[config.mk]
export PLATFORM = sky130hd
export DESIGN_NAME = cvg_scale
export DESIGN_NICKNAME = d
export VERILOG_FILES = /design/src/rtl/cvg_pkg.sv /design/src/rtl/cvg_scale.sv
export SDC_FILE = /design/constraint.sdc
export NUM_CORES = 2
export LEC_CHECK = 0
export ABC_AREA = 1
export BUFFER_PORTS_ARGS = -buffer_cell sky130_fd_sc_hd__buf_2
export CAP_MARGIN = 20
export CORE_MARGIN = 1.5
export CORE_UTILIZATION = 45
export DETAILED_ROUTE_END_ITERATION = 8
export PLACE_DENSITY = 0.74
export SLEW_MARGIN = 20
export SYNTH_ARGS = -nofsm -noshare
export SYNTH_HDL_FRONTEND = slang
export SYNTH_SLANG_ARGS = --single-unit
[constraint.sdc]
create_clock -name i_clk -period 6.6 [get_ports i_clk]
set_input_delay 0 -clock i_clk [delete_from_list [all_inputs] [get_ports i_clk]]
set_output_delay 0 -clock i_clk [all_outputs]
set_load 0.02 [all_outputs]
[src/rtl/cvg_pkg.sv]
// Shared beat types and constants for the Cauchy variate generator.
`timescale 1ns / 1ps

package cvg_pkg;

    // Number of quotient bits the divider resolves, fixed by the output width.
    localparam int QUO_BITS = 32;

    // Input beat: two uniform fractions.
    typedef struct packed {
        logic [31:0] first_uniform;
        logic [31:0] second_uniform;
    } t_in_beat;

    // Output beat: saturated variate and its clip flag.
    typedef struct packed {
        logic signed [31:0] variate;
        logic               saturated;
    } t_out_beat;

    // Per-item flags that ride along with the division.
    typedef struct packed {
        logic neg;   // ratio is negative
        logic ovf;   // ratio magnitude does not fit in the quotient
    } t_div_flags;

endpackage

[src/rtl/cvg_scale.sv]
// Back end: ratio clipping, scale multiply, location add and saturation.
`timescale 1ns / 1ps

module cvg_scale
    import cvg_pkg::*;
#(
    parameter int FRACTION_BITS = 16
) (
    input  logic                  i_clk,
    input  logic                  i_rst_n,
    input  logic                  i_valid,
    output logic                  o_ready,
    input  logic [QUO_BITS-1:0]   i_q,
    input  t_div_flags            i_flags,
    input  logic [31:0]           i_scale,
    input  logic signed [31:0]    i_location,
    output logic                  o_valid,
    input  logic                  i_ready,
    output t_out_beat             o_beat
);

    localparam int PW = 64 - FRACTION_BITS;
    localparam int VW = PW + 2;
    localparam logic [QUO_BITS-1:0] NEG_LIMIT = {1'b1, {(QUO_BITS - 1){1'b0}}};
    localparam logic [QUO_BITS-1:0] POS_LIMIT = {1'b0, {(QUO_BITS - 1){1'b1}}};

    logic r_v1, r_v2, r_v3;
    logic w_ld1, w_ld2, w_ld3;

    assign w_ld3   = !r_v3 || i_ready;
    assign w_ld2   = !r_v2 || w_ld3;
    assign w_ld1   = !r_v1 || w_ld2;
    assign o_ready = w_ld1;
    assign o_valid = r_v3;

    // Stage 1 logic: clip the ratio magnitude to the signed 32-bit range.
    logic [QUO_BITS-1:0] w_qc;
    logic                w_qsat;

    always_comb begin
        w_qc   = i_q;
        w_qsat = 1'b0;
        if (i_flags.neg) begin
            if (i_flags.ovf || (i_q > NEG_LIMIT)) begin
                w_qc   = NEG_LIMIT;
                w_qsat = 1'b1;
            end
        end else begin
            if (i_flags.ovf || (i_q > POS_LIMIT)) begin
                w_qc   = POS_LIMIT;
                w_qsat = 1'b1;
            end
        end
    end

    logic [QUO_BITS-1:0] r_qc1;
    logic                r_neg1, r_sat1;
    logic [63:0]         r_prod2;
    logic                r_neg2, r_sat2;

    // Stage 3 logic: signed magnitude plus location, then saturate.
    logic [PW-1:0]        w_p;
    logic signed [VW-1:0] w_mag, w_sum;
    logic                 w_hi, w_lo;

    assign w_p   = r_prod2[63:FRACTION_BITS];
    assign w_mag = $signed({2'b00, w_p});
    assign w_sum = (r_neg2 ? -w_mag : w_mag) + VW'(i_location);
    assign w_hi  = w_sum > $signed({{(VW - 32){1'b0}}, 32'h7FFF_FFFF});
    assign w_lo  = w_sum < $signed({{(VW - 32){1'b1}}, 32'h8000_0000});

    always_ff @(posedge i_clk) begin
        if (!i_rst_n) begin
            r_v1 <= 1'b0;
            r_v2 <= 1'b0;
            r_v3 <= 1'b0;
        end else begin
            if (w_ld1) r_v1 <= i_valid;
            if (w_ld2) r_v2 <= r_v1;
            if (w_ld3) r_v3 <= r_v2;
        end
    end

    always_ff @(posedge i_clk) begin
        if (w_ld1) begin
            r_qc1  <= w_qc;
            r_neg1 <= i_flags.neg;
            r_sat1 <= w_qsat;
        end
        if (w_ld2) begin
            r_prod2 <= 64'(r_qc1) * 64'(i_scale);
            r_neg2  <= r_neg1;
            r_sat2  <= r_sat1;
        end
        if (w_ld3) begin
            if (w_hi) begin
                o_beat.variate <= 32'sh7FFF_FFFF;
            end else if (w_lo) begin
                o_beat.variate <= 32'sh8000_0000;
            end else begin
                o_beat.variate <= w_sum[31:0];
            end
            o_beat.saturated <= r_sat2 || w_hi || w_lo;
        end
    end

endmodule

==> results.md <==
* Max-Cap Viols at 0
* Fin nets at 7691
* DR vias at 38500
* Top cells by area, synth: fa_1 (40%), inv_1 (15%), nand2_1 (14%)
* Tcrit/Tclk final at 1.04
* Routed wl met2 at 64600 um
* Tightest Pin Transition at 1.11 ns
* Sum Neg Setup Slack at -6.55 ns
* Setup-failing EPs final at 37
* Detailed Routing Iterations Pass 1 at 9
* Insertion delay to the later sink of the worst-skew pair at about 0.47 ns
* Relative slew slack at 0.257
* Area growth from synthesis to final layout at 18.5%
* Metal-1 WL at around 54000 um
* Non-Filler Instances at just under 8000
* CTS tree: done
* Post-synthesis sequential area ratio at 0.0804
* Vias/cell at roughly 5.0
* Drt wl/cell at between 15 and 20 um
* Post-Route WL at roughly 130000 um
* Area share of the largest cell type after synthesis at 0.404
* Core Rows at around 120
* Critical path's largest stage delay at 0.57 ns
* Die height at approximately 320 um
* Startpoint Class: register
* Max FO, Critical Path at 15
* Clock Tree Root: clkbuf_16
* CP top delay family: adder cells
* Failing checks: design-rule violations, negative setup slack
* Cell variety after synth at 52
* Most Frequent Cell on Critical Path: fa_1
* Mapped Cells at 5913
* Global route overflow at 0
* Post-synth EDFFs at approximately 120
* RSZ-0062 raised after global routing: true
* CP arrival at between 7 and 8 ns
* Core Footprint at 98100 um^2
* Ys async rst share at 0
* DR DRC count at 2
* Critical path class: reg2reg
* Synthesized cell area at 44400 um^2
* Dpl hpwl at ~110000 um
* CTS Buffer Depth at 2
* Final Slew Violations at 0
* Util after Layout at 0.537
* Critical Path RT at around 6.8 ns
* CTS Sinks at 120
* Most common flop cell mapped by yosys: edfxtp_1
* Die W at between 300 and 400 um
* IO buf count at approximately 140
* Share of post-route cells with drive strength above 1 at 0.166
* Ys Warns at 0
* Synthesized area per cell at roughly 7.5 um^2
* Post-synth top cells: inv_1 (1810), nand2_1 (1639), fa_1 (896)
* Critical path endpoint category: register
* Top-count cell post-synth: inv_1
* GRT Total Usage at 0.266
* Top Layer Used: met5
* Cts bufs inserted at 17
* Run status: finished, violations left
* Maximum clock frequency at around 0.15 GHz
* Clk_skew at approximately 0.023 ns
* WL met3 at ~11000 um
* Reg clk slew, reported paths at about 0.080 ns
* Die area at roughly 100000 um^2
* Final RePlAce weighted congestion at 1.01
* Final worst-path setup slack at -0.292 ns
* Hold WS at between 0.15 and 0.2 ns
* Number of global-route vias before repair at 40000
* First DRT Iteration DRCs at between 3000 and 4000
* Worst path bufs/invs at 8
* Post-route ant nets at 0
* Maximum number of pins on one net before global-route repair at 51
* Initial Utilization at 0.453
* #FFs+latches synth at 120
* First-pass GRT wire length at approximately 210000 um
* Syn nets at just over 7000
* Top cell type by total area after synthesis: fa_1
* Final worst path period need at ~7 ns
* Hold Path Class: in2reg
* H-tree Lvls at 4
* Hold Violations, Final at 0
* Initial antenna violation count at 4
* Cells after DPL at 7565
* Slowest CP cell: fa_1
* IO Count at approximately 140
-- per-layer routing --
layer,track usage,vias to the layer above
met1,0.347,18800
li1,-,17700
met2,0.454,1653
met4,0.0774,6
met3,0.0459,338
met5,0,-
-- worst register-to-register path, cell delays in order (launching register included) --
cell and delay [ns]:
edfxtp_1 0.43, buf_12 0.18, nand2_2 0.07, inv_2 0.04, fa_1 0.47, inv_1 0.05
fa_1 0.51, fa_1 0.46, fa_1 0.57, inv_2 0.06, fa_1 0.52, inv_2 0.05
fa_1 0.52, inv_1 0.05, fa_1 0.46, fa_1 0.52, ha_4 0.33, nand2_2 0.08
nor2_2 0.17, inv_1 0.12, nor4_4 0.32, nand3_1 0.14, nand3_2 0.16, a21oi_2 0.08
buf_4 0.15, xnor2_2 0.12
-- state kept, by name, indices dropped and copies added (netlist names) --
name     count
r_v2         1
r_sat2       1
r_prod2     48
r_v1         1
r_sat1       1
r_neg2       1
r_qc1       32
o_valid      1
o_beat      33
r_neg1       1
-- final timing paths --
| check | from | endpoint | slack [ns] | cells past startpoint |
|---|---|---|---|---|
| min | i_location[18] | o_beat[19]$_SDFFCE_PP1P_ | 0.15 | 5 |
| max | r_qc1[14]$_DFFE_PP_ | r_prod2[52]$_DFFE_PP_ | -0.29 | 25 |
| min reg2reg | r_sat1$_DFFE_PP_ | r_sat2$_DFFE_PP_ | 0.43 | 0 |
| max reg2reg | r_qc1[14]$_DFFE_PP_ | r_prod2[52]$_DFFE_PP_ | -0.29 | 25 |
-- through the flow --
stage	area (um^2)	setup WS (ns)
after floorplan	44500	0.00114
after global placement	49700	-0.426
after detailed placement	49700	-0.566
after CTS	51700	-0.233
after global routing	52600	-0.482
final	52600	-0.292
-- layout by cell type, fill, tap and decap left out, drive strengths merged, types with 9 or more instances in the layout --
cell type / netlist / final
inv: 1839 / 1848
nand2: 1667 / 1667
fa: 896 / 896
buf: 6 / 621
ha: 310 / 310
nor2: 264 / 264
a21oi: 168 / 168
edfxtp: 117 / 117
xor2: 84 / 84
o21ai: 77 / 77
nand3: 66 / 66
xnor2: 43 / 43
nand4: 40 / 40
dlygate4sd3: 0 / 37
nor3: 29 / 29
a31oi: 21 / 21
clkbuf: 203 / 19
nor4: 14 / 14
o21bai: 12 / 12
o21a: 10 / 10
a21o: 9 / 9
-- logic make-up after synthesis --
kind of cell | count (synthesis) | share of synthesized area
and+or+nand+nor | 2088 | 0.188
buffers and inverters | 2051 | 0.174
xor gates and xnor gates | 127 | 0.0254
DFF | 120 | 0.0804
AOI/OAI and AO/OA | 321 | 0.0410
adders and majority gates | 1206 | 0.491
-- repair_timing --
| item | CTS | global route |
|---|---|---|
| hold endpoints to repair | 37 | 0 |
| buffers inserted | 33 | 14 |
| endpoints found under the setup margin | 42 | 46 |
| gates cloned | 0 | 2 |
| hold buffers | 37 | 0 |
| pin swaps | 68 | 74 |
| resized for setup | 213 | 205 |
-- final cells by class --
class	count	area, um^2
fill	8785	45500
multi-input combinational	3742	34600
inverter	1842	6910
timing repair buffer	660	5410
sequential	120	3570
tap	1287	1610
clock buffer	17	425
clock inverter	15	156
antenna	1	2.50
Power is left out: the tool's default activity adds up to more than one toggle a clock period on the data nets, which glitch-free logic cannot reach.
