## src/rtl/cvg_pkg.sv

```systemverilog
// Shared beat types and constants for the Cauchy variate generator.
`timescale 1ns / 1ps

package cvg_pkg;

    // Number of quotient bits the divider resolves, fixed by the output width.
    localparam int QUO_BITS = 32;

    // Input beat: two uniform fractions.
    typedef struct packed {
        logic [31:0] first_uniform;
        logic [31:0] second_uniform;
    } t_in_beat;

    // Output beat: saturated variate and its clip flag.
    typedef struct packed {
        logic signed [31:0] variate;
        logic               saturated;
    } t_out_beat;

    // Per-item flags that ride along with the division.
    typedef struct packed {
        logic neg;   // ratio is negative
        logic ovf;   // ratio magnitude does not fit in the quotient
    } t_div_flags;

endpackage

```

## src/rtl/cvg_front.sv

```systemverilog
// Front end: uniform-to-signed mapping, unit disk test and divider setup.
`timescale 1ns / 1ps

module cvg_front
    import cvg_pkg::*;
#(
    parameter int SAMPLE_BITS   = 32,
    parameter int FRACTION_BITS = 16
) (
    input  logic                          i_clk,
    input  logic                          i_rst_n,
    input  logic                          i_valid,
    output logic                          o_ready,
    input  t_in_beat                      i_beat,
    output logic                          o_valid,
    input  logic                          i_ready,
    output logic [SAMPLE_BITS+31:0]       o_rem,
    output logic [SAMPLE_BITS-1:0]        o_b,
    output t_div_flags                    o_flags
);

    localparam int S  = SAMPLE_BITS;
    localparam int RW = SAMPLE_BITS + 32;
    localparam int L  = (SAMPLE_BITS + 1) / 2;
    localparam int H  = SAMPLE_BITS - L;
    localparam int SQ = 2 * SAMPLE_BITS + 1;
    localparam logic [S-1:0]  HALF   = {1'b1, {(S - 1){1'b0}}};
    localparam logic [SQ-1:0] RADIUS = SQ'(1) << (2 * S - 2);

    // Stage valid bits and load enables.
    logic r_v1, r_v2, r_v3, r_v4;
    logic w_ld1, w_ld2, w_ld3, w_ld4;

    assign w_ld4   = !r_v4 || i_ready;
    assign w_ld3   = !r_v3 || w_ld4;
    assign w_ld2   = !r_v2 || w_ld3;
    assign w_ld1   = !r_v1 || w_ld2;
    assign o_ready = w_ld1;
    assign o_valid = r_v4;

    // Stage 1 logic: trim the samples and fold them to magnitude and sign.
    logic [S+31:0] w_ext_u, w_ext_v;
    logic [S-1:0]  w_u, w_v, w_a, w_b;
    logic          w_xneg, w_yneg;

    assign w_ext_u = {{S{1'b0}}, i_beat.first_uniform};
    assign w_ext_v = {{S{1'b0}}, i_beat.second_uniform};
    assign w_u     = w_ext_u[S-1:0];
    assign w_v     = w_ext_v[S-1:0];
    assign w_xneg  = !w_u[S-1];
    assign w_yneg  = !w_v[S-1];
    assign w_a     = w_xneg ? (HALF - w_u) : (w_u - HALF);
    assign w_b     = w_yneg ? (HALF - w_v) : (w_v - HALF);

    logic [S-1:0] r_a1, r_b1;
    logic         r_xneg1, r_yneg1;

    // Stage 2 registers: split partial products of both squares.
    logic [2*L-1:0] r_all2, r_bll2;
    logic [S-1:0]   r_alh2, r_blh2;
    logic [2*H-1:0] r_ahh2, r_bhh2;
    logic [S-1:0]   r_a2, r_b2;
    logic           r_neg2;

    // Stage 3 registers: sum of squares.
    logic [SQ-1:0] r_sumsq3;
    logic [S-1:0]  r_a3, r_b3;
    logic          r_neg3;

    // Stage 3 logic: assemble the squares from the partial products.
    logic [SQ-1:0] w_asq, w_bsq;

    assign w_asq = (SQ'(r_ahh2) << (2 * L)) + (SQ'(r_alh2) << (L + 1)) + SQ'(r_all2);
    assign w_bsq = (SQ'(r_bhh2) << (2 * L)) + (SQ'(r_blh2) << (L + 1)) + SQ'(r_bll2);

    // Stage 4 logic: rejection and ratio overflow tests.
    logic w_reject, w_ovf;

    assign w_reject = (r_b3 == '0) || (r_sumsq3 > RADIUS);
    assign w_ovf    = RW'(r_a3) >= (RW'(r_b3) << (QUO_BITS - FRACTION_BITS));

    // Valid bits; a rejected pair leaves a bubble.
    always_ff @(posedge i_clk) begin
        if (!i_rst_n) begin
            r_v1 <= 1'b0;
            r_v2 <= 1'b0;
            r_v3 <= 1'b0;
            r_v4 <= 1'b0;
        end else begin
            if (w_ld1) r_v1 <= i_valid;
            if (w_ld2) r_v2 <= r_v1;
            if (w_ld3) r_v3 <= r_v2;
            if (w_ld4) r_v4 <= r_v3 && !w_reject;
        end
    end

    // Payload registers.
    always_ff @(posedge i_clk) begin
        if (w_ld1) begin
            r_a1    <= w_a;
            r_b1    <= w_b;
            r_xneg1 <= w_xneg;
            r_yneg1 <= w_yneg;
        end
        if (w_ld2) begin
            r_all2 <= r_a1[L-1:0] * r_a1[L-1:0];
            r_alh2 <= S'(r_a1[L-1:0] * r_a1[S-1:L]);
            r_ahh2 <= r_a1[S-1:L] * r_a1[S-1:L];
            r_bll2 <= r_b1[L-1:0] * r_b1[L-1:0];
            r_blh2 <= S'(r_b1[L-1:0] * r_b1[S-1:L]);
            r_bhh2 <= r_b1[S-1:L] * r_b1[S-1:L];
            r_a2   <= r_a1;
            r_b2   <= r_b1;
            r_neg2 <= (r_a1 != '0) && (r_xneg1 != r_yneg1);
        end
        if (w_ld3) begin
            r_sumsq3 <= w_asq + w_bsq;
            r_a3     <= r_a2;
            r_b3     <= r_b2;
            r_neg3   <= r_neg2;
        end
        if (w_ld4) begin
            o_rem       <= RW'(r_a3) << FRACTION_BITS;
            o_b         <= r_b3;
            o_flags.neg <= r_neg3;
            o_flags.ovf <= w_ovf;
        end
    end

endmodule

```

## config.mk

```make
export PLATFORM = sky130hd
export DESIGN_NAME = cvg_front
export DESIGN_NICKNAME = d
export VERILOG_FILES = /design/src/rtl/cvg_pkg.sv /design/src/rtl/cvg_front.sv
export SDC_FILE = /design/constraint.sdc
export NUM_CORES = 2
export LEC_CHECK = 0
export BUFFER_PORTS_ARGS = -buffer_cell sky130_fd_sc_hd__clkbuf_2
export CAP_MARGIN = 10
export CORE_MARGIN = 2
export CORE_UTILIZATION = 50
export DETAILED_ROUTE_END_ITERATION = 12
export PLACE_DENSITY_LB_ADDON = 0.3
export SYNTH_ARGS = -nofsm -noshare
export SYNTH_HDL_FRONTEND = slang
export SYNTH_SLANG_ARGS = --single-unit
export TNS_END_PERCENT = 5
```

## constraint.sdc

```tcl
create_clock -name i_clk -period 10.12 [get_ports i_clk]
set_input_delay 0.506 -clock i_clk [delete_from_list [all_inputs] [get_ports i_clk]]
set_output_delay 0.506 -clock i_clk [all_outputs]
set_load 0.01 [all_outputs]
```

==> results.toml <==
[logic_synthesis]
ys.flop_type = "edfxtp_1"
ys_warn_count = 0
synth_largest_area_cell = "fa_1"
synth.top_cells.by_area = "fa_1 (32%), edfxtp_1 (22%), ha_1 (14%)"
async_flop_share_pct = 0
netlist_area_mm2 = 0.0692
ys_types = 83
ys_ff_latch = 515
syn_area_per_cell_um2 = 10.1
ys_seq_area_share_pct = 22.3
syn_inst = 6839
synth_edf_count = 511
synth_top_area_share_pct = 31.8

[clock_network]
clk_pin_slew_ns = 0.06
clk_latency_ns = 0.69
clock_sinks = 515
cts_inserted_buffers = 59
cts_setup_buffers = 0
post_cts_resized = 0
clock-root-buffer = "clkbuf_16"
hold_buffers = 0
cts_tree = "yes"
clk_path_buf_depth = 3
htree_levels = 2

[global_route]
grt_start_max_net_pins = 116
grt_usage_pct = 25.0
antenna_found_initial = 5
grt_pass1_wl_um = 275000
grt_overflow = 0
grt_pass1_vias = 50107

[timing]
rsz0062_at_grt = "no"
hold_viol_final = 0
setup_viol = 0
final.period_utilization_pct = 75.8
worst_clock_skew_ns = 0.0617
drv_slew = 0
timing.fmax_ghz = 0.130
setup_tns_ns = 0
slew_headroom_pct = 12.5
hold_slack_ns = 0.0595
min_period_ns = 7.67
worstMarginPinSlew_ns = 1.31

[layout]
drive_above_1_share_pct = 5.20
final_util_pct = 53.6
area_delta_synth_final_pct = 6.48
final_cell_mix = "inv_1 (1519), fa_1 (1100), ha_1 (755)"
layout_commonest_cell = "inv_1"
nets = 8794

[critical_path]
arrival_ns = 8.11
required_ns = 10.56
crit_fanout = 29
cp-end-kind = "register"
startpoint_type = "register"
worstSetupPathType = "reg2reg"

[floorplanning]
dieHeight_um = 376
dieWidth_um = 376
initial_core_util_pct = 50.3
dieArea_mm2 = 0.141
io_pins = 168
coreArea_mm2 = 0.137
rows = 136

[drt]
drtPass1Iterations = 6
wl_per_cell_um = 19.6
wl_um = 171000
drtIter0Drc = 3249
ant_nets = 0
topRoutingLayerUsed = "met5"
vias_per_cell = 5.40
route.met3.wl_um = 11300
num_vias = 47065
drt-met1-wl_um = 69000
drc = 0
met2_length_um = 85100

[place]
dp_hpwl_um = 132000
io_buffers = 135
place.gp.congestion = 0.936

[min_path]
hold_path_class = "in2reg"

[run]
maxCapViolations = 0

[status]
status = "completed"
-- final cells by class --
class | count | area [um^2]
Fill cell | 11909 | 63800
Tap cell | 1794 | 2240
Sequential cell | 515 | 15400
Multi-Input combinational cell | 4559 | 47100
Antenna cell | 2 | 5.00
Timing Repair Buffer | 211 | 1250
Clock buffer | 67 | 1530
Inverter | 1525 | 5730
Clock inverter | 41 | 453
-- per-stage QoR --
step                      instances  worst slack, ns  instance area (um^2)
after floorplan                6873             3.57                 69300
after global placement         8604             2.65                 71700
after detailed placement       8604             2.58                 71700
after CTS                      8712             2.56                 73700
after global routing           8712             2.08                 73700
final                          8714             2.45                 73700
-- cell usage after synthesis, types with 7 or more instances --
master	count
inv_1	1521
fa_1	1100
ha_1	755
nand2_1	664
edfxtp_1	511
and2_1	392
nor2_1	247
clkbuf_1	237
a21oi_1	227
xnor2_1	191
a21o_1	125
xor2_1	124
o21ai_0	98
nor2b_1	51
nor3_1	50
nand3_1	46
nor4_1	41
nand4_1	39
buf_4	32
o21bai_1	32
nand2b_1	30
o21a_1	27
a211oi_1	25
and3_1	25
a31oi_1	22
or2_2	21
o211ai_1	16
a31o_2	12
o31ai_1	12
and4_1	10
or3_1	10
mux2_2	7
mux2i_1	7
or4_1	7
-- critical path, cell delays in order, from the launching register on --
cell and delay, ns:
edfxtp_1 1.22, inv_1 0.59, nor2_1 0.36, ha_1 0.32, xor2_1 0.19, fa_1 0.54, inv_1 0.05, fa_1 0.47
fa_1 0.50, fa_1 0.49, inv_1 0.05, fa_1 0.47, inv_1 0.04, ha_1 0.33, nor2b_1 0.16, o21ai_0 0.16
o21ai_0 0.11, a2111oi_1 0.64, nor3_1 0.18, o31a_1 0.32, mux2i_1 0.14, nand2_1 0.06
-- metal layers --
layer  vias to the layer above  GRT usage [%]
met5                         -              0
li1                      21466              -
met4                         2           7.37
met3                       295           3.29
met2                      1514           43.4
met1                     23788           32.6
-- flip-flops by register name (all words and copies together) (netlist names), 32 cells and up --
name / count
r_a3: 32
r_b1: 32
o_rem: 32
r_sumsq3: 65
r_alh2: 32
r_blh2: 32
o_b: 32
r_b3: 32
r_a1: 32
-- final timing paths --
path | from | to | slack [ns] | depth (start not counted)
setup / recovery | r_a1[3] | r_all2[29] | 2.45 | 21
hold / removal | i_beat[32] | r_a1[0] | 0.06 | 1
setup reg to reg | r_a1[3] | r_all2[29] | 2.45 | 21
hold reg to reg | r_b2[20] | r_b3[20] | 0.40 | 0
-- logic make-up after synthesis --
group / Yosys count / synth area share (%)
xor gates and xnor gates: 315 / 3.99
adders and majority gates: 1855 / 45.5
and+or+nand+nor: 1657 / 11.6
DFF: 515 / 22.3
muxes: 14 / 0.215
other: 1 / 0.00542
AOI/OAI and AO/OA: 683 / 6.46
buffers and inverters: 1799 / 9.93
Power is left out: the tool's default activity adds up to more than one toggle a clock period on the data nets, which glitch-free logic cannot reach.
