`src/rtl/cvg_pkg.sv`:
```
// Shared beat types and constants for the Cauchy variate generator.
`timescale 1ns / 1ps

package cvg_pkg;

    // Number of quotient bits the divider resolves, fixed by the output width.
    localparam int QUO_BITS = 32;

    // Input beat: two uniform fractions.
    typedef struct packed {
        logic [31:0] first_uniform;
        logic [31:0] second_uniform;
    } t_in_beat;

    // Output beat: saturated variate and its clip flag.
    typedef struct packed {
        logic signed [31:0] variate;
        logic               saturated;
    } t_out_beat;

    // Per-item flags that ride along with the division.
    typedef struct packed {
        logic neg;   // ratio is negative
        logic ovf;   // ratio magnitude does not fit in the quotient
    } t_div_flags;

endpackage

```
`src/rtl/cvg_div_stage.sv`:
```
// One restoring division stage that resolves a single quotient bit.
`timescale 1ns / 1ps

module cvg_div_stage
    import cvg_pkg::*;
#(
    parameter int SAMPLE_BITS = 32,
    parameter int BIT         = 31
) (
    input  logic                       i_clk,
    input  logic                       i_rst_n,
    input  logic                       i_valid,
    output logic                       o_ready,
    input  logic [SAMPLE_BITS+31:0]    i_rem,
    input  logic [SAMPLE_BITS-1:0]     i_b,
    input  logic [QUO_BITS-1:0]        i_q,
    input  t_div_flags                 i_flags,
    output logic                       o_valid,
    input  logic                       i_ready,
    output logic [SAMPLE_BITS+31:0]    o_rem,
    output logic [SAMPLE_BITS-1:0]     o_b,
    output logic [QUO_BITS-1:0]        o_q,
    output t_div_flags                 o_flags
);

    localparam int RW = SAMPLE_BITS + 32;

    logic                r_v;
    logic                w_ld;
    logic [RW-1:0]       w_trial;
    logic                w_fits;
    logic [QUO_BITS-1:0] w_q;

    assign w_ld    = !r_v || i_ready;
    assign o_ready = w_ld;
    assign o_valid = r_v;

    // Trial subtract of the divisor at this bit weight.
    assign w_trial = RW'(i_b) << BIT;
    assign w_fits  = i_rem >= w_trial;

    // Partial quotient with this stage's bit filled in.
    always_comb begin
        w_q      = i_q;
        w_q[BIT] = w_fits;
    end

    always_ff @(posedge i_clk) begin
        if (!i_rst_n) begin
            r_v <= 1'b0;
        end else if (w_ld) begin
            r_v <= i_valid;
        end
    end

    always_ff @(posedge i_clk) begin
        if (w_ld) begin
            o_rem      <= w_fits ? (i_rem - w_trial) : i_rem;
            o_b        <= i_b;
            o_q        <= w_q;
            o_flags    <= i_flags;
        end
    end

endmodule

```
`config.mk`:
```
export PLATFORM = sky130hd
export DESIGN_NAME = cvg_div_stage
export DESIGN_NICKNAME = d
export VERILOG_FILES = /design/src/rtl/cvg_pkg.sv /design/src/rtl/cvg_div_stage.sv
export SDC_FILE = /design/constraint.sdc
export NUM_CORES = 1
export LEC_CHECK = 0
export ABC_AREA = 1
export BUFFER_PORTS_ARGS = -buffer_cell sky130_fd_sc_hd__buf_2
export CAP_MARGIN = 25
export CORE_UTILIZATION = 40
export DETAILED_ROUTE_END_ITERATION = 6
export GPL_TIMING_DRIVEN = 1
export PLACE_DENSITY = 0.73
export SLEW_MARGIN = 25
export SYNTH_ARGS = -nofsm -noshare
export SYNTH_HDL_FRONTEND = slang
export SYNTH_SLANG_ARGS = --single-unit
```
`constraint.sdc`:
```
create_clock -name i_clk -period 4.4 [get_ports i_clk]
set_input_delay 0.66 -clock i_clk [delete_from_list [all_inputs] [get_ports i_clk]]
set_output_delay 0.66 -clock i_clk [all_outputs]
set_load 0.02 [all_outputs]
```
==> run metrics, run 1 <==
clk buf depth=2; Max-Cap Viols=0; Cells after Synth=850; GR Util met2=36.6%; number of global-route vias before repair=about 5,900; Lkg Pwr=4.99 nW; Die H=137 µm; GR peak layer=met2; Initial Utilization=between 40% and 50%; Net Switching=0.00120 W; DRC errors left=0; Req. time, crit path=4690 ps; fin area=roughly 0.0094 mm²; Area after DPL=0.00887 mm²; met1 Usage GRT=25.2%; vias per cell=4.52; I/O pin count=266; CORE AREA=0.0180 mm²; mapped cell area=about 0.0073 mm²; H-tree depth=4; setup TNS=0 ps; Critical Path Start Type=input pin; register area share after synthesis=53.6%; Final HPWL DP=15,400 µm; Max Clk Rate=0.400 GHz; chip width=between 100 and 150 µm; post-synthesis cell type count=31; P_int=roughly 0.0025 W; number of filler cells placed in the layout=1,743; P per Cell Area=396 mW/mm²; ratio of final minimum period to clock period=roughly 57%; worst-margin pin slew=between 900 and 1000 ps; HP Class=in -> reg; Combinational Power Share=between 20% and 30%; initial antenna violation count=4; drt wl/cell=roughly 14 µm; Total GRT Usage=approximately a fifth; CTS Buf Count=17; Synth Register Bits=131; RSZ-0062 raised after global routing=false; syn nets=a little over 1,000; Setup Skew=between 6 and 7 ps; Via Count=6,203; IO buf count=around 260; most common cell after layout, fill and taps aside=nand2_1; Final #Nets=1,295; full die area=between 0.015 and 0.02 mm²; largest net degree at the start of global routing=69; Util after Layout=a little over half; Synthesis Warnings=0; first-pass GRT wire length=~30,000 µm; CTS tree=built; sequential power share=41.4%; Slew Viols, Final=0; fin crit period=approximately 2500 ps; CP startpoint=i_rem[59]; CP Max Fanout=31; critical path arrival=2790 ps; most frequent cells in the layout=nand2_1, buf_2, inv_1, edfxtp_1, nor2_1; Antenna Violating Nets Remaining=0; Root Driver=clkbuf_16; # hold bufs at CTS=0; final estimated routing congestion in global placement=0.868; post-cts resize count=0; status=finished, final reports clean; critical path class=in -> reg; num rows=49; CP Capture Type=flip-flop; hold path startpoint=i_q[24]; Layout Area Growth over Synthesis=29.1%; clk slew on worst S/H paths=70 ps; Final setup violation count=0; met3 Use GR=4.64%; final hold violation count=0; Initial DRC Count=roughly 300; Clock power frac=between 30% and 40%; Sw Share=32.0%; total congestion overflow=0; layout cell share with drive strength beyond 1=29.5%; clk sinks=around 130; final wirelength=just under 20,000 µm; DRT Pass-1 Iters=5; Synth Area per Inst=8.61 µm²; max_slew headroom=38.9%; Worst-Skew Late Latency=420 ps; VDD IR-drop max=0.262 mV; RR Startpoint=o_valid$_SDFFE_PN0P_; setup repair bufs after CTS=0
Yosys cell counts, drive strengths merged:
master	instances	share of area, %
a21boi	1	0.10
inv	173	8.9
a21oi	20	1.5
nor2	65	4.0
ha	32	5.5
xnor2	2	0.24
dfxtp	1	0.27
nand3	30	2.4
nand3b	9	0.92
xor2	13	1.6
or2	1	0.086
edfxtp	130	53
buf	6	1.0
o21ai	5	0.34
nand4	6	0.51
clkinv	2	0.10
fa	1	0.27
and2	9	0.77
a31oi	1	0.086
nor3	7	0.48
o21bai	1	0.10
nand2	335	18
worst max-delay path, stage by stage:
cell and delay, ps:
buf_2 110, ha_1 350, a21oi_1 220, nand2_1 110, nand2_1 70, nand3_1 110, a21oi_2 200, nand2_1 120
nor2_4 620, nand2_1 100, nand2_1 100
per-layer routing:
metal / vias up / routed length, µm
met5: - / 32
met4: 4 / 342
met3: 30 / 1240
met2: 204 / 9550
met1: 2746 / 8320
li1: 3219 / -
cells by family (layout without fill, tap and decap cells):
logic type      after synthesis  after routing  share of synthesized area [%]
simple gates                462            462                           26.7
buf+inv                     181            472                           10.0
xor+xnor                     15             15                           1.80
compound gates               28             28                           2.10
flops                       131            131                           53.6
fa+ha+maj                    33             33                           5.75
other cells                   0              2                              0
final timing paths:
kind	cells past startpoint	end	slack, ps
worst max-delay path	11	o_rem[52]$_DFFE_PP_	1900
worst min-delay path	1	o_q[24]$_DFFE_PP_	410
worst max register to register	2	o_b[25]$_DFFE_PP_	2620
worst min register to register	1	o_rem[28]$_DFFE_PP_	1200
flip-flops by register name, summed over array words and instances (netlist names):
register / cells
o_b: 32
o_q: 32
o_valid: 1
o_flags: 2
o_rem: 64
stage by stage:
step	setup slack, ps	hold slack, ps	power [W]	cells
2_1_floorplan	174	759	0.00212	850
3_3_place_gp	1420	837	0.00239	1338
3_5_place_dp	1400	838	0.00240	1338
4_1_cts	1830	394	0.00377	1370
5_1_grt	1610	394	0.00392	1371
6_report	1900	410	0.00374	1372
power groups by stage:
stage	sequential (W)	clock (W)	combinational, W
final	0.00155	0.00137	0.000819
after global routing	0.00156	0.00145	0.000913
after CTS	0.00155	0.00140	0.000827
after detailed placement	0.00158	0	0.000824
after global placement	0.00157	0	0.000816
after floorplan	0.00175	0	0.000368
final cells by class:
cell class | count | area, µm² | area share, %
Antenna cell | 2 | 5.00 | 0.0530
Clock buffer | 17 | 425 | 4.50
Clock inverter | 15 | 143 | 1.51
Inverter | 175 | 657 | 6.95
Multi-Input combinational cell | 538 | 2670 | 28.2
Sequential cell | 131 | 3920 | 41.5
Tap cell | 229 | 287 | 3.03
Timing Repair Buffer | 265 | 1340 | 14.2
No activity file was read; power rests on OpenSTA's default activity.
==> run 2, diff against run 1 <==
- PLACE_DENSITY: 0.73 -> 0.75
- clock period: 4.4 -> 2.2 ns (I/O delays scaled with it)
==> run 2 against run 1 <==
  * Die area did not move
  * Hold slack got worse by 320 ps
  * Cell count is 3.5% higher
  * Register-to-register slack lost 1800 ps
  * Largest power group unchanged
==> run metrics, run 2 (same netlist as run 1, synthesis figures left out) <==
Die H=137 µm (unchanged); Sw Share=31.2% (-0.79 points); P_int=0.00522 W (+110%); Antenna Violating Nets Remaining=0 (unchanged); largest net degree at the start of global routing=55 (-20%); I/O pin count=266 (unchanged); setup repair bufs after CTS=0 (unchanged); Max Clk Rate=approximately 0.54 GHz; status=finished, final reports clean; Req. time, crit path=2370 ps (-2320 ps); chip width=137 µm (unchanged); total congestion overflow=0 (unchanged); most frequent cells in the layout=nand2_1, buf_2, inv_1, edfxtp_1, nor2_1; sequential power share=40.8% (-0.6 points); final hold violation count=0 (unchanged); max_slew headroom=71.8% (+33 points); number of filler cells placed in the layout=1,711 (-1.8%); Setup Skew=11.0 ps (+4.25 ps); full die area=0.0188 mm² (unchanged); Via Count=6,355 (+2.5%); IO buf count=264 (unchanged); CTS Buf Count=17 (unchanged); CP Capture Type=flip-flop; Final HPWL DP=15,900 µm (+3.5%); critical path arrival=2040 ps (-750 ps); CP startpoint=i_rem[31]; Root Driver=clkbuf_16; Worst Reg-to-Reg Cells=2 (unchanged); Initial Utilization=40.7% (unchanged); CP max-delay cell=fa_1; VDD IR-drop max=0.519 mV (+98%); Final Non-Filler Cells=1,420 (+3.5%); largest registers=o_rem: 64 flops, o_b: 32 flops, o_q: 32 flops; Buf/Inv on CP=2 (+1); hold path startpoint=i_q[23]; drt wl/cell=13.8 µm (-3.0%); DRT Pass-1 Iters=4 (-1); final wirelength=19,600 µm (+0.40%); CTS tree=built; critical path class=in -> reg; Slew Viols, Final=0 (unchanged); placed insts=1,385 (+3.5%); number of global-route vias before repair=5,975 (+1.3%); num rows=49 (unchanged); P per Cell Area=769 mW/mm² (+94%); ratio of final minimum period to clock period=84.9%; Largest register FFs=64 (unchanged); final estimated routing congestion in global placement=0.945 (+8.8%); Layout Area Growth over Synthesis=35.0%; CP Max Fanout=3 (-90%); CP most frequent cell=nand2_1; Initial DRC Count=320 (+8.8%); slowest stage delay, CP=430 ps (-190 ps); fin crit period=1870 ps; worst hold stages=1 (unchanged); Worst-Skew Late Latency=420 ps (about the same); vias per cell=4.48 (-1.0%); # hold bufs at CTS=0 (unchanged); Final setup violation count=0 (unchanged); WP depth=13 (+2); DRC errors left=0 (unchanged); Critical Path Start Type=input pin; Total GRT Usage=20.6% (-0.26 points); setup TNS=0 ps (unchanged); layout cell share with drive strength beyond 1=32.4% (+2.9 points); H-tree depth=4 (unchanged); Combinational Power Share=23.3% (+1.4 points); clk buf depth=2 (unchanged); post-cts resize count=0 (unchanged); Net Switching=0.00237 W (+98%); most common cell after layout, fill and taps aside=nand2_1; RR Startpoint=o_valid$_SDFFE_PN0P_; Biggest register=o_rem; final worst setup slack=331 ps (-1570 ps); post-place setup slack=-62.9 ps (-1460 ps); initial antenna violation count=4 (unchanged); CP cell instances=buf_2 > inv_1 > ha_1 > fa_1 > nor2_1 > or2_2 > nand2_1 > nand2_1 > nand2_1 > nand2_1 > nand2_1 > nand3_1 > nand2_1; Clock power frac=35.9% (-0.7 points); HP Class=in -> reg; CORE AREA=0.0180 mm² (unchanged); Final #Nets=1,342 (+3.6%); clk sinks=131 (unchanged); cell family with most CP delay=simple AND/OR/NAND/NOR gates; Lkg Pwr=5.24 nW (+5.0%); worst-margin pin slew=418 ps (-499 ps); RSZ-0062 raised after global routing=false; first-pass GRT wire length=29,100 µm (-0.85%); Max-Cap Viols=0 (unchanged); clk slew on worst S/H paths=60 ps (about the same)
==> run 2: cell count changes in the layout (fill, tap and decap cells not counted), sizes merged <==
cell	change
buf	+47
clkinv	-2
clkbuf	+1
diode	+1
inv	+1
==> run 2: metal layers <==
metal  track usage [%]  part of all wire [%]  vias to the layer above
li1                  -                     -                     3310
met4              7.08                   1.3                        2
met2              36.8                    50                      218
met5                 0                 0.092                        -
met3              5.08                   7.4                       22
met1              24.0                    41                     2803
==> run 2: layout make-up <==
class	count	area [µm²]	area share [%]
sequential	131	3920	39.7
multi-input combinational	538	2670	27.1
timing repair buffer	312	1760	17.8
inverter	175	657	6.65
clock buffer	18	439	4.45
tap	229	287	2.90
clock inverter	14	131	1.33
antenna	3	7.51	0.0760
==> run 2: final timing paths <==
path                          endpoint  slack, ps
hold reg to reg   o_valid$_SDFFE_PN0P_        810
setup / recovery   o_rem[51]$_DFFE_PP_        330
setup reg to reg   o_rem[56]$_DFFE_PP_        850
hold / removal       o_q[23]$_DFFE_PP_         90
==> run 2: stage by stage <==
stage | area (µm²) | hold WS, ps | util [%] | power, W
5_1_grt | 9870 | 65.1 | 55.0 | 0.00794
3_3_place_gp | 9300 | 507 | 51.8 | 0.00490
2_1_floorplan | 7320 | 429 | - | 0.00423
6_report | 9880 | 87.2 | 55.0 | 0.00759
3_5_place_dp | 9300 | 508 | 51.8 | 0.00493
4_1_cts | 9870 | 74.0 | 54.9 | 0.00766
==> run 2: power groups by stage <==
| stage | clock network (W) | logic [W] | registers (W) |
|---|---|---|---|
| 2_1_floorplan | 0 | 0.000738 | 0.00349 |
| 3_3_place_gp | 0 | 0.00175 | 0.00315 |
| 3_5_place_dp | 0 | 0.00178 | 0.00315 |
| 4_1_cts | 0.00278 | 0.00178 | 0.00310 |
| 5_1_grt | 0.00287 | 0.00195 | 0.00313 |
| 6_report | 0.00272 | 0.00177 | 0.00310 |
==> run 2: worst register-to-register path: stages (launching register included) <==
cell and delay (ps):
dfxtp_1 360, nand2_8 270, buf_4 370
==> run 3, diff against run 2 <==
- clock period: 2.2 -> 1.7 ns (I/O delays scaled with it)
==> run 3 against run 2 <==
  * Non-clock buffer count increased by 79
  * Critical path type unchanged
  * Global-route usage increased by 2.3 points
  * Sequential power increased by 30%
  * Largest power group unchanged
  * Final area increased by 14%
  * Sequential share of layout area decreased by 4.9 points
  * Critical path depth increased by 1
  * Flip-flop and latch count unchanged
  * Hold slack got worse by 74 ps
  * Wire length increased by 15%
==> run metrics, run 3 (same netlist as run 1, synthesis figures left out) <==
status=finished, final reports clean; DRC errors left=0 (unchanged); Max-Cap Viols=0 (unchanged); vias per cell=4.58 (+2.4%); Initial Utilization=40.7% (unchanged); Via Count=6,871 (+8.1%); number of global-route vias before repair=6,406 (+7.2%); critical path arrival=1830 ps (-210 ps); full die area=0.0188 mm² (unchanged); first-pass GRT wire length=32,200 µm (+11%); worst-margin pin slew=315 ps (-104 ps); hold_ws=13.6 ps (-73.5 ps); clk sinks=131 (unchanged); P per Cell Area=920 mW/mm² (+20%); CTS tree=built; Total GRT Usage=23.0% (+2.3 points); Worst Reg-to-Reg Cells=2 (unchanged); most frequent cells in the layout=nand2_1, buf_2, inv_1, edfxtp_1, buf_4; setup TNS=0 ps (unchanged); Final setup violation count=0 (unchanged); Clock power frac=34.3% (-1.6 points); slowest stage delay, CP=270 ps (-160 ps); I/O pin count=266 (unchanged); final estimated routing congestion in global placement=0.864 (-8.6%); clk buf depth=2 (unchanged); Setup Skew=7.08 ps (-3.96 ps); ratio of final minimum period to clock period=97.2%; clk slew on worst S/H paths=60 ps (about the same); Largest register FFs=64 (unchanged); CP max-delay cell=ha_4; HP Class=in -> reg; Biggest register=o_rem; Max Clk Rate=0.605 GHz; r2r endpoint=o_rem[17]$_DFFE_PP_; total congestion overflow=0 (unchanged); Worst-Skew Late Latency=420 ps (about the same); drt wl/cell=15.0 µm (+8.9%); Final Non-Filler Cells=1,500 (+5.6%); initial antenna violation count=2 (-2); Critical Path Start Type=input pin; IO buf count=264 (unchanged); CTS Buf Count=17 (unchanged); H-tree depth=4 (unchanged); reg-to-reg slack, setup=500 ps (-350 ps); most common cell after layout, fill and taps aside=nand2_1; Net Switching=0.00334 W (+41%); Root Driver=clkbuf_16; largest net degree at the start of global routing=41 (-25%); Req. time, crit path=1870 ps (-500 ps); Final HPWL DP=17,400 µm (+9.3%); sequential power share=38.8% (-2.0 points); CP most frequent cell=nor2_4; Combinational Power Share=26.9% (+3.6 points); CORE AREA=0.0180 mm² (unchanged); Pwr Total=0.0104 W (+37%); chip width=137 µm (unchanged); largest registers=o_rem: 64 flops, o_b: 32 flops, o_q: 32 flops; worst hold stages=1 (unchanged); layout cell share with drive strength beyond 1=43.8% (+11 points); Util after Layout=62.7% (+7.8 points); Sw Share=32.2% (+0.99 points); CP Capture Type=flip-flop; P_int=0.00703 W (+35%); RR Startpoint=o_valid$_SDFFE_PN0P_; DRT Pass-1 Iters=5 (+1); num rows=49 (unchanged); hold endpoint=o_q[25]$_DFFE_PP_; hold path startpoint=i_q[25]; Die H=137 µm (unchanged); Slew Viols, Final=0 (unchanged); Lkg Pwr=5.70 nW (+8.9%); placed insts=1,437 (+3.8%); final wirelength=22,500 µm (+15%); critical path class=in -> reg; Initial DRC Count=409 (+28%); fin crit period=1650 ps; VDD IR-drop max=0.767 mV (+48%); Antenna Violating Nets Remaining=0 (unchanged); CP cell instances=buf_2 > inv_1 > ha_4 > nand4_1 > buf_4 > nor2_4 > nand2_2 > nor2_4 > nand2_4 > nand2_2 > nor2_4 > buf_12 > nand2_1 > nand2_1; final hold violation count=0 (unchanged); CP Max Fanout=18 (+15); Layout Area Growth over Synthesis=54.1%; Final #Nets=1,423 (+6.0%); max_slew headroom=79.0% (+7.2 points)
run 3: changes by cell type in the layout (fill, tap and decap cells not counted), moves of 4 or more:
cell / change
nand2_2: +27
ha_1: -31
dlygate4sd3_1: +18
buf_4: +53
ha_4: +30
buf_6: +6
inv_2: +22
nor2_1: -4
nand2_4: +13
nand2_1: -39
nor2_4: +6
inv_1: -26
run 3: final cells by class:
class                      instances  area, µm²
antenna                            2       5.00
timing repair buffer             391       2480
inverter                         175        687
clock buffer                      17        425
fill                            1554       6690
sequential                       131       3930
tap                              229        287
clock inverter                    15        146
multi-input combinational        540       3310
run 3: power groups by stage:
stage,Sequential (W),Combinational (W),Clock [W]
after CTS,0.00403,0.00266,0.00362
final,0.00402,0.00279,0.00355
after detailed placement,0.00409,0.00263,0
after floorplan,0.00452,0.00111,0
after global routing,0.00405,0.00305,0.00374
after global placement,0.00409,0.00259,0
run 3: layer usage:
layer	track usage (%)	share of wire [%]	routed length (µm)	vias to the layer above
met3	4.34	5.9	1330	27
met4	8.12	1.8	409	0
met2	40.4	50	11300	234
li1	-	-	-	3473
met1	28.0	42	9490	3137
met5	0	0	0	-
run 3: worst max-delay path by stage:
stage / startpoint / end / slack [ps] / cells past startpoint
final: i_b[29] / o_rem[40]$_DFFE_PP_ / 50 / 14
after global routing: i_b[15] / o_rem[58]$_DFFE_PP_ / -30 / 15
after CTS: i_b[17] / o_rem[45]$_DFFE_PP_ / 20 / 15
after detailed placement: i_b[6] / o_rem[45]$_DFFE_PP_ / -410 / 17
after global placement: i_b[18] / o_rem[32]$_DFFE_PP_ / -380 / 14
after floorplan: i_b[6] / o_rem[55]$_DFFE_PP_ / -50 / 16
run 3: critical path: cells and delay by family:
family                   cells  cell delay (ps)
AND/OR/NAND/NOR              9              820
adder cells (fa/ha/maj)      1              270
buffers and inverters        4              490
run 3: metrics by stage:
| stage | area, µm² | setup WS [ps] |
|---|---|---|
| finish | 11300 | 47.4 |
| detailed placement | 10200 | -406 |
| CTS | 10800 | 24.2 |
| global route | 11300 | -30.7 |
| global placement | 10200 | -381 |
| floorplan | 7810 | -48.5 |
run 3: repair_timing:
item | 4_1_cts | 5_1_grt
hold buffers | 7 | 11
endpoints found under the hold margin | 7 | 11
resized for setup | 0 | 69
setup buffers | 0 | 6
setup endpoints to repair | 0 | 34
